[src/design/sgcd_pkg.sv]
// ----------------------------------------------------------------------------
// sgcd_pkg: shared types and constants of the stick gesture command detector
// Gesture codes, command codes, register indexes and the command sequences.
// ----------------------------------------------------------------------------
package sgcd_pkg;

  localparam int HIST_DEPTH = 7;
  localparam int NUM_CMDS   = 10;
  localparam int NUM_BASE   = 6;

  localparam int STICK_W  = 12;
  localparam int THRESH_W = 11;
  localparam int TIME_W   = 32;
  localparam int CMD_W    = 4;
  localparam int GEST_W   = 3;
  localparam int CFG_IDX_W  = 3;
  localparam int CFG_DATA_W = 32;

  localparam int IN_DATA_W  = 72;
  localparam int OUT_DATA_W = 8;

  typedef enum logic [GEST_W-1:0] {
    G_CENTER = 3'd0,
    G_LEFT   = 3'd1,
    G_RIGHT  = 3'd2,
    G_DOWN   = 3'd3,
    G_UP     = 3'd4,
    G_IDLE   = 3'd5,
    G_OTHER  = 3'd6,
    G_LONG   = 3'd7
  } gesture_e;

  localparam logic [CMD_W-1:0] CMD_NONE = 4'd0;

  localparam logic [CFG_IDX_W-1:0] CFG_FULL_THRESH   = 3'd0;
  localparam logic [CFG_IDX_W-1:0] CFG_CENTER_THRESH = 3'd1;
  localparam logic [CFG_IDX_W-1:0] CFG_MIN_HOLD      = 3'd2;
  localparam logic [CFG_IDX_W-1:0] CFG_LONG_HOLD     = 3'd3;
  localparam logic [CFG_IDX_W-1:0] CFG_IDLE_HOLD     = 3'd4;
  localparam logic [CFG_IDX_W-1:0] CFG_TUNING_EN     = 3'd5;

  localparam logic [THRESH_W-1:0] FULL_THRESH_RST   = 11'd1434;
  localparam logic [THRESH_W-1:0] CENTER_THRESH_RST = 11'd410;
  localparam logic [TIME_W-1:0]   MIN_HOLD_RST      = 32'd100000;
  localparam logic [TIME_W-1:0]   LONG_HOLD_RST     = 32'd500000;
  localparam logic [TIME_W-1:0]   IDLE_HOLD_RST     = 32'd700000;

  typedef gesture_e seq_t [HIST_DEPTH];

  // Sequences oldest first; history entry i compares with column HIST_DEPTH-1-i.
  localparam seq_t CMD_TABLE [NUM_CMDS] = '{
    '{G_IDLE, G_DOWN,  G_CENTER, G_DOWN,  G_CENTER, G_DOWN,  G_CENTER},
    '{G_IDLE, G_UP,    G_CENTER, G_UP,    G_CENTER, G_UP,    G_CENTER},
    '{G_IDLE, G_LEFT,  G_CENTER, G_LEFT,  G_CENTER, G_UP,    G_CENTER},
    '{G_IDLE, G_LEFT,  G_CENTER, G_LEFT,  G_CENTER, G_DOWN,  G_CENTER},
    '{G_IDLE, G_RIGHT, G_CENTER, G_RIGHT, G_CENTER, G_UP,    G_CENTER},
    '{G_IDLE, G_RIGHT, G_CENTER, G_RIGHT, G_CENTER, G_DOWN,  G_CENTER},
    '{G_IDLE, G_UP,    G_CENTER, G_DOWN,  G_CENTER, G_UP,    G_CENTER},
    '{G_IDLE, G_UP,    G_CENTER, G_DOWN,  G_CENTER, G_DOWN,  G_CENTER},
    '{G_IDLE, G_UP,    G_CENTER, G_DOWN,  G_CENTER, G_RIGHT, G_CENTER},
    '{G_IDLE, G_UP,    G_CENTER, G_DOWN,  G_CENTER, G_LEFT,  G_CENTER}
  };

  typedef struct packed {
    logic [THRESH_W-1:0] full_thresh;
    logic [THRESH_W-1:0] center_thresh;
    logic [TIME_W-1:0]   min_hold;
    logic [TIME_W-1:0]   long_hold;
    logic [TIME_W-1:0]   idle_hold;
    logic                tuning_en;
  } cfg_t;

  typedef struct packed {
    logic     ground;
    gesture_e gesture;
  } gest_res_t;

endpackage

[src/design/sgcd_classify.sv]
// ----------------------------------------------------------------------------
// sgcd_classify: stick classification and dwell qualification
// Turns one stick sample into the raw gesture and the dwell-qualified gesture.
// ----------------------------------------------------------------------------
module sgcd_classify (
  input  logic                                clk_i,
  input  logic                                rst_ni,
  input  logic                                en_i,
  input  sgcd_pkg::cfg_t                      cfg_i,
  input  logic signed [sgcd_pkg::STICK_W-1:0] roll_i,
  input  logic signed [sgcd_pkg::STICK_W-1:0] pitch_i,
  input  logic signed [sgcd_pkg::STICK_W-1:0] yaw_i,
  input  logic                                on_ground_i,
  input  logic [sgcd_pkg::TIME_W-1:0]         now_i,
  output sgcd_pkg::gest_res_t                 res_o
);

  localparam int EXT_W = sgcd_pkg::STICK_W + 1;

  sgcd_pkg::gesture_e          raw_q, raw_d;
  sgcd_pkg::gesture_e          prev_q, prev_d;
  sgcd_pkg::gesture_e          acc_q, acc_d;
  logic [sgcd_pkg::TIME_W-1:0] hold_q, hold_d;

  logic signed [EXT_W-1:0] roll_x, pitch_x, yaw_x, full_x, neg_full;
  logic [EXT_W-1:0]        roll_m, pitch_m, yaw_m, cen_x;
  logic                    left, right, xcen, down, up, pcen, changed;
  logic [sgcd_pkg::TIME_W-1:0] held;

  assign roll_x   = EXT_W'(roll_i);
  assign pitch_x  = EXT_W'(pitch_i);
  assign yaw_x    = EXT_W'(yaw_i);
  assign full_x   = $signed({2'b00, cfg_i.full_thresh});
  assign neg_full = -full_x;
  assign cen_x    = {2'b00, cfg_i.center_thresh};

  // Magnitudes fit 13 bits, including the most negative sample.
  assign roll_m  = roll_x[EXT_W-1]  ? EXT_W'(-roll_x)  : EXT_W'(roll_x);
  assign pitch_m = pitch_x[EXT_W-1] ? EXT_W'(-pitch_x) : EXT_W'(pitch_x);
  assign yaw_m   = yaw_x[EXT_W-1]   ? EXT_W'(-yaw_x)   : EXT_W'(yaw_x);

  assign left  = (roll_x < neg_full) || (yaw_x < neg_full);
  assign right = (roll_x > full_x) || (yaw_x > full_x);
  assign xcen  = (roll_m < cen_x) && (yaw_m < cen_x);
  assign down  = pitch_x < neg_full;
  assign up    = pitch_x > full_x;
  assign pcen  = pitch_m < cen_x;

  always_comb begin
    raw_d  = raw_q;
    prev_d = prev_q;
    acc_d  = acc_q;
    hold_d = hold_q;
    held   = '0;
    if (on_ground_i) begin
      if (xcen && pcen) begin
        raw_d = sgcd_pkg::G_CENTER;
      end else if (left && pcen) begin
        raw_d = sgcd_pkg::G_LEFT;
      end else if (right && pcen) begin
        raw_d = sgcd_pkg::G_RIGHT;
      end else if (down && xcen) begin
        raw_d = sgcd_pkg::G_DOWN;
      end else if (up && xcen) begin
        raw_d = sgcd_pkg::G_UP;
      end
      // A fresh raw gesture restarts the dwell at zero.
      changed = raw_d != prev_q;
      if (changed) begin
        hold_d = now_i;
      end else begin
        held = now_i - hold_q;
      end
      if (held > cfg_i.min_hold) begin
        if (raw_d == sgcd_pkg::G_CENTER && held > cfg_i.idle_hold) begin
          acc_d = sgcd_pkg::G_IDLE;
        end else if (held > cfg_i.long_hold) begin
          acc_d = sgcd_pkg::G_LONG;
        end else begin
          acc_d = raw_d;
        end
      end
      prev_d = raw_d;
    end else begin
      changed = 1'b0;
      acc_d   = sgcd_pkg::G_OTHER;
      prev_d  = sgcd_pkg::G_OTHER;
    end
  end

  assign res_o.ground  = on_ground_i;
  assign res_o.gesture = acc_d;

  always_ff @(posedge clk_i or negedge rst_ni) begin
    if (!rst_ni) begin
      raw_q  <= sgcd_pkg::G_CENTER;
      prev_q <= sgcd_pkg::G_CENTER;
      acc_q  <= sgcd_pkg::G_CENTER;
      hold_q <= '0;
    end else if (en_i) begin
      raw_q  <= raw_d;
      prev_q <= prev_d;
      acc_q  <= acc_d;
      hold_q <= hold_d;
    end
  end

endmodule

[src/design/sgcd_hist_cell.sv]
// ----------------------------------------------------------------------------
// sgcd_hist_cell: one entry of the gesture history chain
// Holds one gesture, takes its neighbor's on a shift and matches its column.
// ----------------------------------------------------------------------------
module sgcd_hist_cell #(
  parameter int IDX = 0
) (
  input  logic                          clk_i,
  input  logic                          rst_ni,
  input  logic                          en_i,
  input  logic                          shift_i,
  input  logic                          poison_i,
  input  sgcd_pkg::gesture_e            din_i,
  output sgcd_pkg::gesture_e            q_o,
  output logic [sgcd_pkg::NUM_CMDS-1:0] match_o
);

  sgcd_pkg::gesture_e q_q, q_d, val;

  assign val = shift_i ? din_i : q_q;

  always_comb begin
    for (int k = 0; k < sgcd_pkg::NUM_CMDS; k++) begin
      match_o[k] = val == sgcd_pkg::CMD_TABLE[k][sgcd_pkg::HIST_DEPTH-1-IDX];
    end
  end

  assign q_d = poison_i ? sgcd_pkg::G_OTHER : val;
  assign q_o = q_q;

  always_ff @(posedge clk_i or negedge rst_ni) begin
    if (!rst_ni) begin
      q_q <= sgcd_pkg::G_CENTER;
    end else if (en_i) begin
      q_q <= q_d;
    end
  end

endmodule

[src/design/stick_gesture_command_detector.sv]
// ----------------------------------------------------------------------------
// stick_gesture_command_detector: stick gesture to command decoder
// Classifies stick samples, qualifies them by dwell, keeps a seven-entry
// gesture history in a chain of cells and matches it to command sequences.
// ----------------------------------------------------------------------------
// A result is registered in the output register, or in the skid while the
//   output stalls. Throughput: one request per cycle while the skid is free;
//   classify, dwell, shift and match sit between the input handshake and
//   the output register. A two-entry output stage (output register plus skid)
//   keeps the slave side open for one more request while a result waits.
// Reset: registers at their defaults, history all center, no pending result.
// ----------------------------------------------------------------------------
module stick_gesture_command_detector (
  input  logic                              clk_i,
  input  logic                              rst_ni,
  // slave side
  input  logic                              s_axis_tvalid_i,
  output logic                              s_axis_tready_o,
  // roll_stick[11:0], pitch_stick[23:12], yaw_stick[35:24], on_ground[36],
  // now_us[68:37], zero fill [71:69]
  input  logic [sgcd_pkg::IN_DATA_W-1:0]    s_axis_tdata_i,
  // master side
  output logic                              m_axis_tvalid_o,
  input  logic                              m_axis_tready_i,
  // command_code[3:0], qualified_gesture[6:4], zero fill [7]
  output logic [sgcd_pkg::OUT_DATA_W-1:0]   m_axis_tdata_o,
  // configuration writes
  input  logic                              cfg_we_i,
  input  logic [sgcd_pkg::CFG_IDX_W-1:0]    cfg_idx_i,
  input  logic [sgcd_pkg::CFG_DATA_W-1:0]   cfg_data_i
);

  localparam int HD = sgcd_pkg::HIST_DEPTH;

  // --------------------------------------------------------------------------
  // Configuration registers
  // --------------------------------------------------------------------------
  sgcd_pkg::cfg_t cfg_q;

  always_ff @(posedge clk_i or negedge rst_ni) begin
    if (!rst_ni) begin
      cfg_q.full_thresh   <= sgcd_pkg::FULL_THRESH_RST;
      cfg_q.center_thresh <= sgcd_pkg::CENTER_THRESH_RST;
      cfg_q.min_hold      <= sgcd_pkg::MIN_HOLD_RST;
      cfg_q.long_hold     <= sgcd_pkg::LONG_HOLD_RST;
      cfg_q.idle_hold     <= sgcd_pkg::IDLE_HOLD_RST;
      cfg_q.tuning_en     <= 1'b0;
    end else if (cfg_we_i) begin
      case (cfg_idx_i)
        sgcd_pkg::CFG_FULL_THRESH:   cfg_q.full_thresh <= cfg_data_i[sgcd_pkg::THRESH_W-1:0];
        sgcd_pkg::CFG_CENTER_THRESH: begin
          cfg_q.center_thresh <= cfg_data_i[sgcd_pkg::THRESH_W-1:0];
        end
        sgcd_pkg::CFG_MIN_HOLD:      cfg_q.min_hold  <= cfg_data_i;
        sgcd_pkg::CFG_LONG_HOLD:     cfg_q.long_hold <= cfg_data_i;
        sgcd_pkg::CFG_IDLE_HOLD:     cfg_q.idle_hold <= cfg_data_i;
        sgcd_pkg::CFG_TUNING_EN:     cfg_q.tuning_en <= cfg_data_i[0];
        default: ; // unknown index: drop the write
      endcase
    end
  end

  // --------------------------------------------------------------------------
  // Input unpacking and request acceptance
  // --------------------------------------------------------------------------
  logic                                accept;
  logic signed [sgcd_pkg::STICK_W-1:0] roll, pitch, yaw;
  logic                                on_ground;
  logic [sgcd_pkg::TIME_W-1:0]         now_us;

  assign accept    = s_axis_tvalid_i && s_axis_tready_o;
  assign roll      = $signed(s_axis_tdata_i[11:0]);
  assign pitch     = $signed(s_axis_tdata_i[23:12]);
  assign yaw       = $signed(s_axis_tdata_i[35:24]);
  assign on_ground = s_axis_tdata_i[36];
  assign now_us    = s_axis_tdata_i[68:37];

  // --------------------------------------------------------------------------
  // Classification and dwell qualification
  // --------------------------------------------------------------------------
  sgcd_pkg::gest_res_t gres;

  sgcd_classify u_classify (
    .clk_i       (clk_i),
    .rst_ni      (rst_ni),
    .en_i        (accept),
    .cfg_i       (cfg_q),
    .roll_i      (roll),
    .pitch_i     (pitch),
    .yaw_i       (yaw),
    .on_ground_i (on_ground),
    .now_i       (now_us),
    .res_o       (gres)
  );

  // --------------------------------------------------------------------------
  // History chain: cell 0 is the newest entry. Advance the chain only when
  // the qualified gesture differs from the newest entry and the craft is
  // on the ground. Each cell reports which command columns it matches.
  // --------------------------------------------------------------------------
  sgcd_pkg::gesture_e            hist   [HD];
  sgcd_pkg::gesture_e            chain_in [HD];
  logic [sgcd_pkg::NUM_CMDS-1:0] cell_match [HD];
  logic                          push;
  logic                          poison;

  assign push = gres.ground && (gres.gesture != hist[0]);

  for (genvar i = 0; i < HD; i++) begin : g_cell
    if (i == 0) begin : g_head
      assign chain_in[i] = gres.gesture;
    end else begin : g_body
      assign chain_in[i] = hist[i-1];
    end

    sgcd_hist_cell #(
      .IDX (i)
    ) u_cell (
      .clk_i    (clk_i),
      .rst_ni   (rst_ni),
      .en_i     (accept),
      .shift_i  (push),
      .poison_i ((i == 1) ? poison : 1'b0),
      .din_i    (chain_in[i]),
      .q_o      (hist[i]),
      .match_o  (cell_match[i])
    );
  end

  // --------------------------------------------------------------------------
  // Command match: a command fires when every cell agrees; the lowest code
  // wins. A hit overwrites entry one with "other" so it cannot refire.
  // --------------------------------------------------------------------------
  logic [sgcd_pkg::NUM_CMDS-1:0] cmd_hit;
  logic [sgcd_pkg::CMD_W-1:0]    cmd_code;

  always_comb begin
    cmd_hit = {sgcd_pkg::NUM_CMDS{push}};
    for (int i = 0; i < HD; i++) begin
      cmd_hit = cmd_hit & cell_match[i];
    end
    if (!cfg_q.tuning_en) begin
      cmd_hit[sgcd_pkg::NUM_CMDS-1:sgcd_pkg::NUM_BASE] = '0;
    end
  end

  always_comb begin
    cmd_code = sgcd_pkg::CMD_NONE;
    for (int k = sgcd_pkg::NUM_CMDS - 1; k >= 0; k--) begin
      if (cmd_hit[k]) begin
        cmd_code = sgcd_pkg::CMD_W'(k + 1);
      end
    end
  end

  assign poison = cmd_code != sgcd_pkg::CMD_NONE;

  // --------------------------------------------------------------------------
  // Output stage: output register plus one skid entry. Hold the slave side
  // only while the skid entry is occupied.
  // --------------------------------------------------------------------------
  logic [sgcd_pkg::OUT_DATA_W-1:0] result;
  logic                            out_vld_q, out_vld_d;
  logic [sgcd_pkg::OUT_DATA_W-1:0] out_dat_q, out_dat_d;
  logic                            skid_vld_q, skid_vld_d;
  logic [sgcd_pkg::OUT_DATA_W-1:0] skid_dat_q, skid_dat_d;

  assign result = {1'b0, gres.gesture, cmd_code};

  always_comb begin
    out_vld_d  = out_vld_q;
    out_dat_d  = out_dat_q;
    skid_vld_d = skid_vld_q;
    skid_dat_d = skid_dat_q;
    if (!out_vld_q || m_axis_tready_i) begin
      if (skid_vld_q) begin
        out_vld_d  = 1'b1;
        out_dat_d  = skid_dat_q;
        skid_vld_d = 1'b0;
      end else begin
        out_vld_d = accept;
        out_dat_d = result;
      end
    end else if (accept) begin
      skid_vld_d = 1'b1;
      skid_dat_d = result;
    end
  end

  always_ff @(posedge clk_i or negedge rst_ni) begin
    if (!rst_ni) begin
      out_vld_q  <= 1'b0;
      skid_vld_q <= 1'b0;
    end else begin
      out_vld_q  <= out_vld_d;
      skid_vld_q <= skid_vld_d;
    end
  end

  always_ff @(posedge clk_i) begin
    out_dat_q  <= out_dat_d;
    skid_dat_q <= skid_dat_d;
  end

  assign s_axis_tready_o = !skid_vld_q;
  assign m_axis_tvalid_o = out_vld_q;
  assign m_axis_tdata_o  = out_dat_q;

endmodule

[config.mk]
export PLATFORM = sky130hd
export DESIGN_NAME = stick_gesture_command_detector
export DESIGN_NICKNAME = d
export VERILOG_FILES = /design/src/design/sgcd_pkg.sv /design/src/design/sgcd_classify.sv /design/src/design/sgcd_hist_cell.sv /design/src/design/stick_gesture_command_detector.sv
export SDC_FILE = /design/constraint.sdc
export NUM_CORES = 1
export LEC_CHECK = 0
export BUFFER_PORTS_ARGS = -buffer_cell sky130_fd_sc_hd__buf_4
export CORE_ASPECT_RATIO = 0.7
export CORE_MARGIN = 2
export CORE_UTILIZATION = 56
export DETAILED_ROUTE_END_ITERATION = 8
export PLACE_DENSITY = 0.84
export RECOVER_POWER = 25
export SYNTH_ARGS = -nofsm -noshare
export SYNTH_HDL_FRONTEND = slang
export SYNTH_HIERARCHICAL = 1
export SYNTH_SLANG_ARGS = --single-unit
[constraint.sdc]
create_clock -name clk_i -period 9.1 [get_ports clk_i]
set_input_delay 1.365 -clock clk_i [delete_from_list [all_inputs] [get_ports clk_i]]
set_output_delay 1.365 -clock clk_i [all_outputs]
set_load 0.02 [all_outputs]
== Yosys cells after proc, flatten, opt, wreduce, memory -nomap -nowiden ==
Cells that the tools add are included.
Storage, ports and cells
  bits in registers: 197
  bits of input ports: 112
  output and inout bits: 10
Cells by class
  add/sub/neg operators: 5
  magnitude comparators: 12
  equal/unequal tests: 20
  multiplexer cells: 39
  bitwise logic cells: 8
  reductions and logical operators: 30
Operators by type and width (count)
  greater-than comparator 32 bit: 3
  AND 10 bit: 7
  2-to-1 mux 32 bit: 2
  2-to-1 mux 3 bit: 19
  2-to-1 mux 4 bit: 11
  < comparator 12 x 13 -> 1 bit: 3
  < comparator 13 x 11 -> 1 bit: 3
  2-to-1 mux 13 bit: 3
  negator 12 -> 13 bit: 3
  greater-than comparator 12 bit: 3
  subtractor 32 bit: 1
  equality test 3 x 2 -> 1 bit, second input constant: 8
  equality test 3 bit, second input constant: 6
  AND reduction 2 bit: 8
  zero test 3 bit: 5
  negator 11 -> 13 bit: 1
  equality test 3 x 1 -> 1 bit, second input constant: 4
  logical AND 1 bit: 9
  2-to-1 mux 7 bit: 1
  inequality test 3 bit: 2
  nonzero test 4 bit: 1
  logical OR 1 bit: 3
  2-to-1 mux 1 bit: 3
  AND reduction 3 bit: 1
  other kinds (3): 4

== Depth between registers and ports, before layout ==
  depth in word-level cells: 43
  mapped depth: 46

== Hierarchy ==
The synthesis kept the hierarchy.
By module, submodules not included
  sgcd_classify: times used 1, cells each 1164, area an instance 8954.8 um^2, sequential area each 1026.0 um^2
  stick_gesture_command_detector: times used 1, cells each 353, area an instance 5470.2 um^2, sequential area each 3489.6 um^2
  sgcd_hist_cell (g_cell[0].u_cell ...): times used 3, cells each 25, area an instance 220.2 um^2, sequential area each 75.1 um^2
  sgcd_hist_cell (g_cell[3].u_cell ...): times used 2, cells each 31, area an instance 275.3 um^2, sequential area each 75.1 um^2
  sgcd_hist_cell (g_cell[1].u_cell): times used 1, cells each 31, area an instance 284.0 um^2, sequential area each 75.1 um^2
  sgcd_hist_cell (g_cell[6].u_cell): times used 1, cells each 25, area an instance 221.5 um^2, sequential area each 75.1 um^2

== Worst setup path after synthesis ==
OpenSTA, ideal clock, no wires.
  path type: input to register
  from: in s_axis_tdata_i[6] (netlist name)
  to: reg g_cell[1].u_cell.q_q[2]
  library setup time: 0.126 ns
  arrival time: 10.050 ns
  setup slack: -1.076 ns
  stages: 39
  buffers on the path: 4
  cell sequence: or4_4 > o41ai_1 > xnor2_1 > ha_1 > a211oi_1 > nand2_1 > a31oi_1 > o21ai_2 > o31ai_2 > xnor2_1 > a2111o_1 > a32oi_1 > buf_4 > clkbuf_1 > nor3b_1 > ha_1 > nand4_1 > nor2_1 > [3 not listed] > a21oi_1 > nor3_1 > a311o_1 > and4b_1 > o21ai_1 > xor2_1 > o31ai_2 > inv_1 > buf_6 > mux2_2 > a21oi_1 > buf_4 > and4_1 > nand4_1 > nand4_1 > o41a_1 > or3_2 > o311a_1
RTL lines
  start, declared: line stick_gesture_command_detector.sv:21  | input logic [sgcd_pkg::IN_DATA_W-1:0] s_axis_tdata_i,
  end signal, assigned: line sgcd_hist_cell.sv:33  | q_q <= sgcd_pkg::G_CENTER;
  end signal, assigned: line sgcd_hist_cell.sv:35  | q_q <= q_d;
  end, declared: line sgcd_hist_cell.sv:18  | sgcd_pkg::gesture_e q_q, q_d, val;

==> qor.csv <==
metric,value,unit
place_congestion,1.01,
grtUsageTotal,32.2,%
grt_max_degree,82,
antenna_found_initial,1,
cp_max_fo,12,
seq_power_share,27.6,%
power,0.00458,W
p_int,0.00271,W
worst_hold_path_type,reg2reg,
finClkSkew,14.9,ps
startpoint_type,primary input,
seq_area,5040,um2
hold_depth,1,
fin_area,20400,um2
critical_path_class,in2reg,
cp_top_family,compound AO/OA/AOI/OAI gates,
clk_pin_slew,80,ps
rr_startpoint,cfg_q[109]$_DFFE_PN1P_,
critical_path_required,9450,ps
root_buffer,clkbuf_16,
drive_above_1_share,29.6,%
grt_overflow_total,0,
first_iter_violations,1385,
ys_seq_elements,197,
chipWidth,207,um
crit_path_end_kind,flop,
die_area,30200,um2
post_dp_cell_area,18800,um2
worst_pin_slew,4170,ps
critPathSlowestCell,or4_4,
power_density,224,nW/um2
post-route-period-util,108,%
clock_sinks,197,
synth-edff-count,14,
power_frac_clock,16.9,%
syn_area_per_cell,9.44,um2
num_rows,51,
netSwitchingFraction,40.8,%
setup_ws,-741,ps
synth-main-ff-cell,dfrtp_1,
status,"complete, but fails checks",
port_buffers,117,
max_stage_delay,550,ps
fin_nets,2365,
layout_min_cycle_time,9840,ps
via_per_inst,6.01,
core_area,28100,um2
cp.arrival,10190,ps
r2r_slack,-500,ps
pwr-share-comb,55.5,%
hold_end,cfg_q[28]$_DFFE_PN0P_,
p_leak,9.99,nW
synthCells,1710,
drt_first_pass_iters,5,
hold_start,cfg_q[28]$_DFFE_PN0P_,
p_sw,0.00187,W
hold_viol,0,
ys_warn_count,6,
initial_utilization,57.5,%
num_vias,14500,
post-place-cells,2343,
clkLatencyLatePin,470,ps
area_delta_synth_final,26.6,%
numCtsBuffers,17,
grt_pass1_wl,76.1,mm
rsz0062_at_grt,true,
ant_nets,0,
synth_area_leaders,"dfrtp_1 (23%), ha_1 (18%), mux2_1 (7.0%)",
fillers,1926,
r2r_cells,46,
setup_viol,11,
wl_per_cell,20.1,um
post_synth_num_cell_types,93,
ir_worst_vdd,0.174,mV
stdcell_count,2410,
fp.dieH,146,um
fin_util,72.8,%
grt_pass1_vias,14400,
synth.most_common_cell,ha_1,
drc_errors,0,
cts_max_level,4,
ios,122,
syn_area,16100,um2
fmax,102,MHz
dp_hpwl,35.9,mm
drt_wl_total,48.6,mm
relSlewSlack,-178,%
ys_async_sr_fraction,92.9,%
crit_buf_inv,9,
ys_seq_area_share,31.2,%
synth_area_leader_cell,dfrtp_1,
drv_cap,5,
clk_path_buf_depth,2,
cts_tree,done,
violations,"capacitance limit, slew limit, setup timing",
ys_top_cells_by_count,"ha_1 (227), inv_1 (188), dfrtp_1 (150), nand2_1 (102), mux2_1 (101)",
slew_viol_final,254,
r2r-end,g_cell[1].u_cell/q_o[1]$_DFFE_PN0P_,
yosysTopAreaCellShare,23.3,%
multi_input_area,10700,um2
## placed cells by master (no fill, tap or decap), drive strengths merged, types with 35 or more instances in the layout
cell | Yosys | routed
nor2 | 78 | 78
a21oi | 79 | 79
nand4 | 42 | 42
xnor2 | 43 | 43
buf | 71 | 355
mux2 | 128 | 128
ha | 227 | 227
o21ai | 100 | 100
a21o | 55 | 55
inv | 188 | 194
dfrtp | 150 | 150
nor3 | 35 | 35
nand2 | 103 | 103
## layer usage
metal,part of all wire (%),GRT usage (%)
met5,0,0
met3,9.3,9.71
met1,45,45.2
met4,1.9,8.76
met2,44,48.4
## power groups by stage
stage                     Combinational, W  Sequential, W  Clock (W)
after floorplan                    0.00139        0.00122          0
final                              0.00254        0.00126   0.000775
after global routing               0.00275        0.00129   0.000828
after global placement             0.00205        0.00125          0
after CTS                          0.00237        0.00126   0.000789
after detailed placement           0.00216        0.00127          0
## worst reg2reg max path: cells and delay by family (launching register included)
| family | cells | cell delay [ps] |
|---|---|---|
| compound gates | 18 | 4350 |
| buf+inv | 10 | 1530 |
| xor+xnor | 2 | 340 |
| fa+ha+maj | 3 | 830 |
| flops | 1 | 560 |
| simple gates | 13 | 1910 |
## how the worst max path moves through the flow
stage,from,to,slack (ps),cells past startpoint
floorplan,s_axis_tdata_i[37],g_cell[1].u_cell/q_o[2]$_DFFE_PN0P_,-710,42
finish,s_axis_tdata_i[6],g_cell[1].u_cell/q_o[1]$_DFFE_PN0P_,-740,45
CTS,s_axis_tdata_i[26],g_cell[1].u_cell/q_o[1]$_DFFE_PN0P_,-480,41
global route,s_axis_tdata_i[1],g_cell[1].u_cell/q_o[1]$_DFFE_PN0P_,-960,46
global placement,s_axis_tdata_i[4],g_cell[1].u_cell/q_o[2]$_DFFE_PN0P_,-860,39
detailed placement,s_axis_tdata_i[0],m_axis_tdata_o[2]$_DFFE_PN_,-1180,44
## layout make-up
class | count | share of cell area [%]
multi-input cells | 1257 | 52.4
flip-flops and latches | 197 | 24.7
repair buffers | 364 | 14.1
inverters | 188 | 3.53
well taps | 371 | 2.27
clock buffers | 18 | 2.15
clock inverters | 14 | 0.784
diodes | 1 | 0.0122
## state kept, by name, indices dropped and copies added (netlist names), 3 cells and up
signal,count
cfg_q,119
g_cell.u_cell/q_o,21
m_axis_tdata_o,7
skid_dat_q,7
u_classify/acc_q,3
u_classify/hold_q,32
u_classify/prev_q,3
u_classify/raw_q,3
## through the flow
stage / setup WS, ps / setup TNS (ps) / hold WS, ps
6_report: -741 / -6880 / 491
5_1_grt: -956 / -9640 / 502
4_1_cts: -475 / -4270 / 493
3_5_place_dp: -1180 / -11900 / 475
3_3_place_gp: -862 / -8600 / 468
2_1_floorplan: -715 / -5360 / 458
## cells by family after synthesis
logic type / count (synthesis) / share of synthesized area [%]
AOI/OAI and AO/OA: 375 / 15.7
xor gates and xnor gates: 62 / 3.36
adders and majority gates: 228 / 17.7
buffers and inverters: 274 / 7.98
DFF: 197 / 31.2
muxes: 131 / 9.12
other: 1 / 0.0232
and+or+nand+nor: 442 / 14.9
## what timing repair did
action                                  4_1_cts  5_1_grt
pin swaps                                    55       44
endpoints found under the hold margin         0        0
resized for setup                            81       59
hold buffers                                  0        0
gates cloned                                  4        1
buffers inserted                             17       14
endpoints found under the setup margin       11       11
Power figures use the tool's default switching activity.
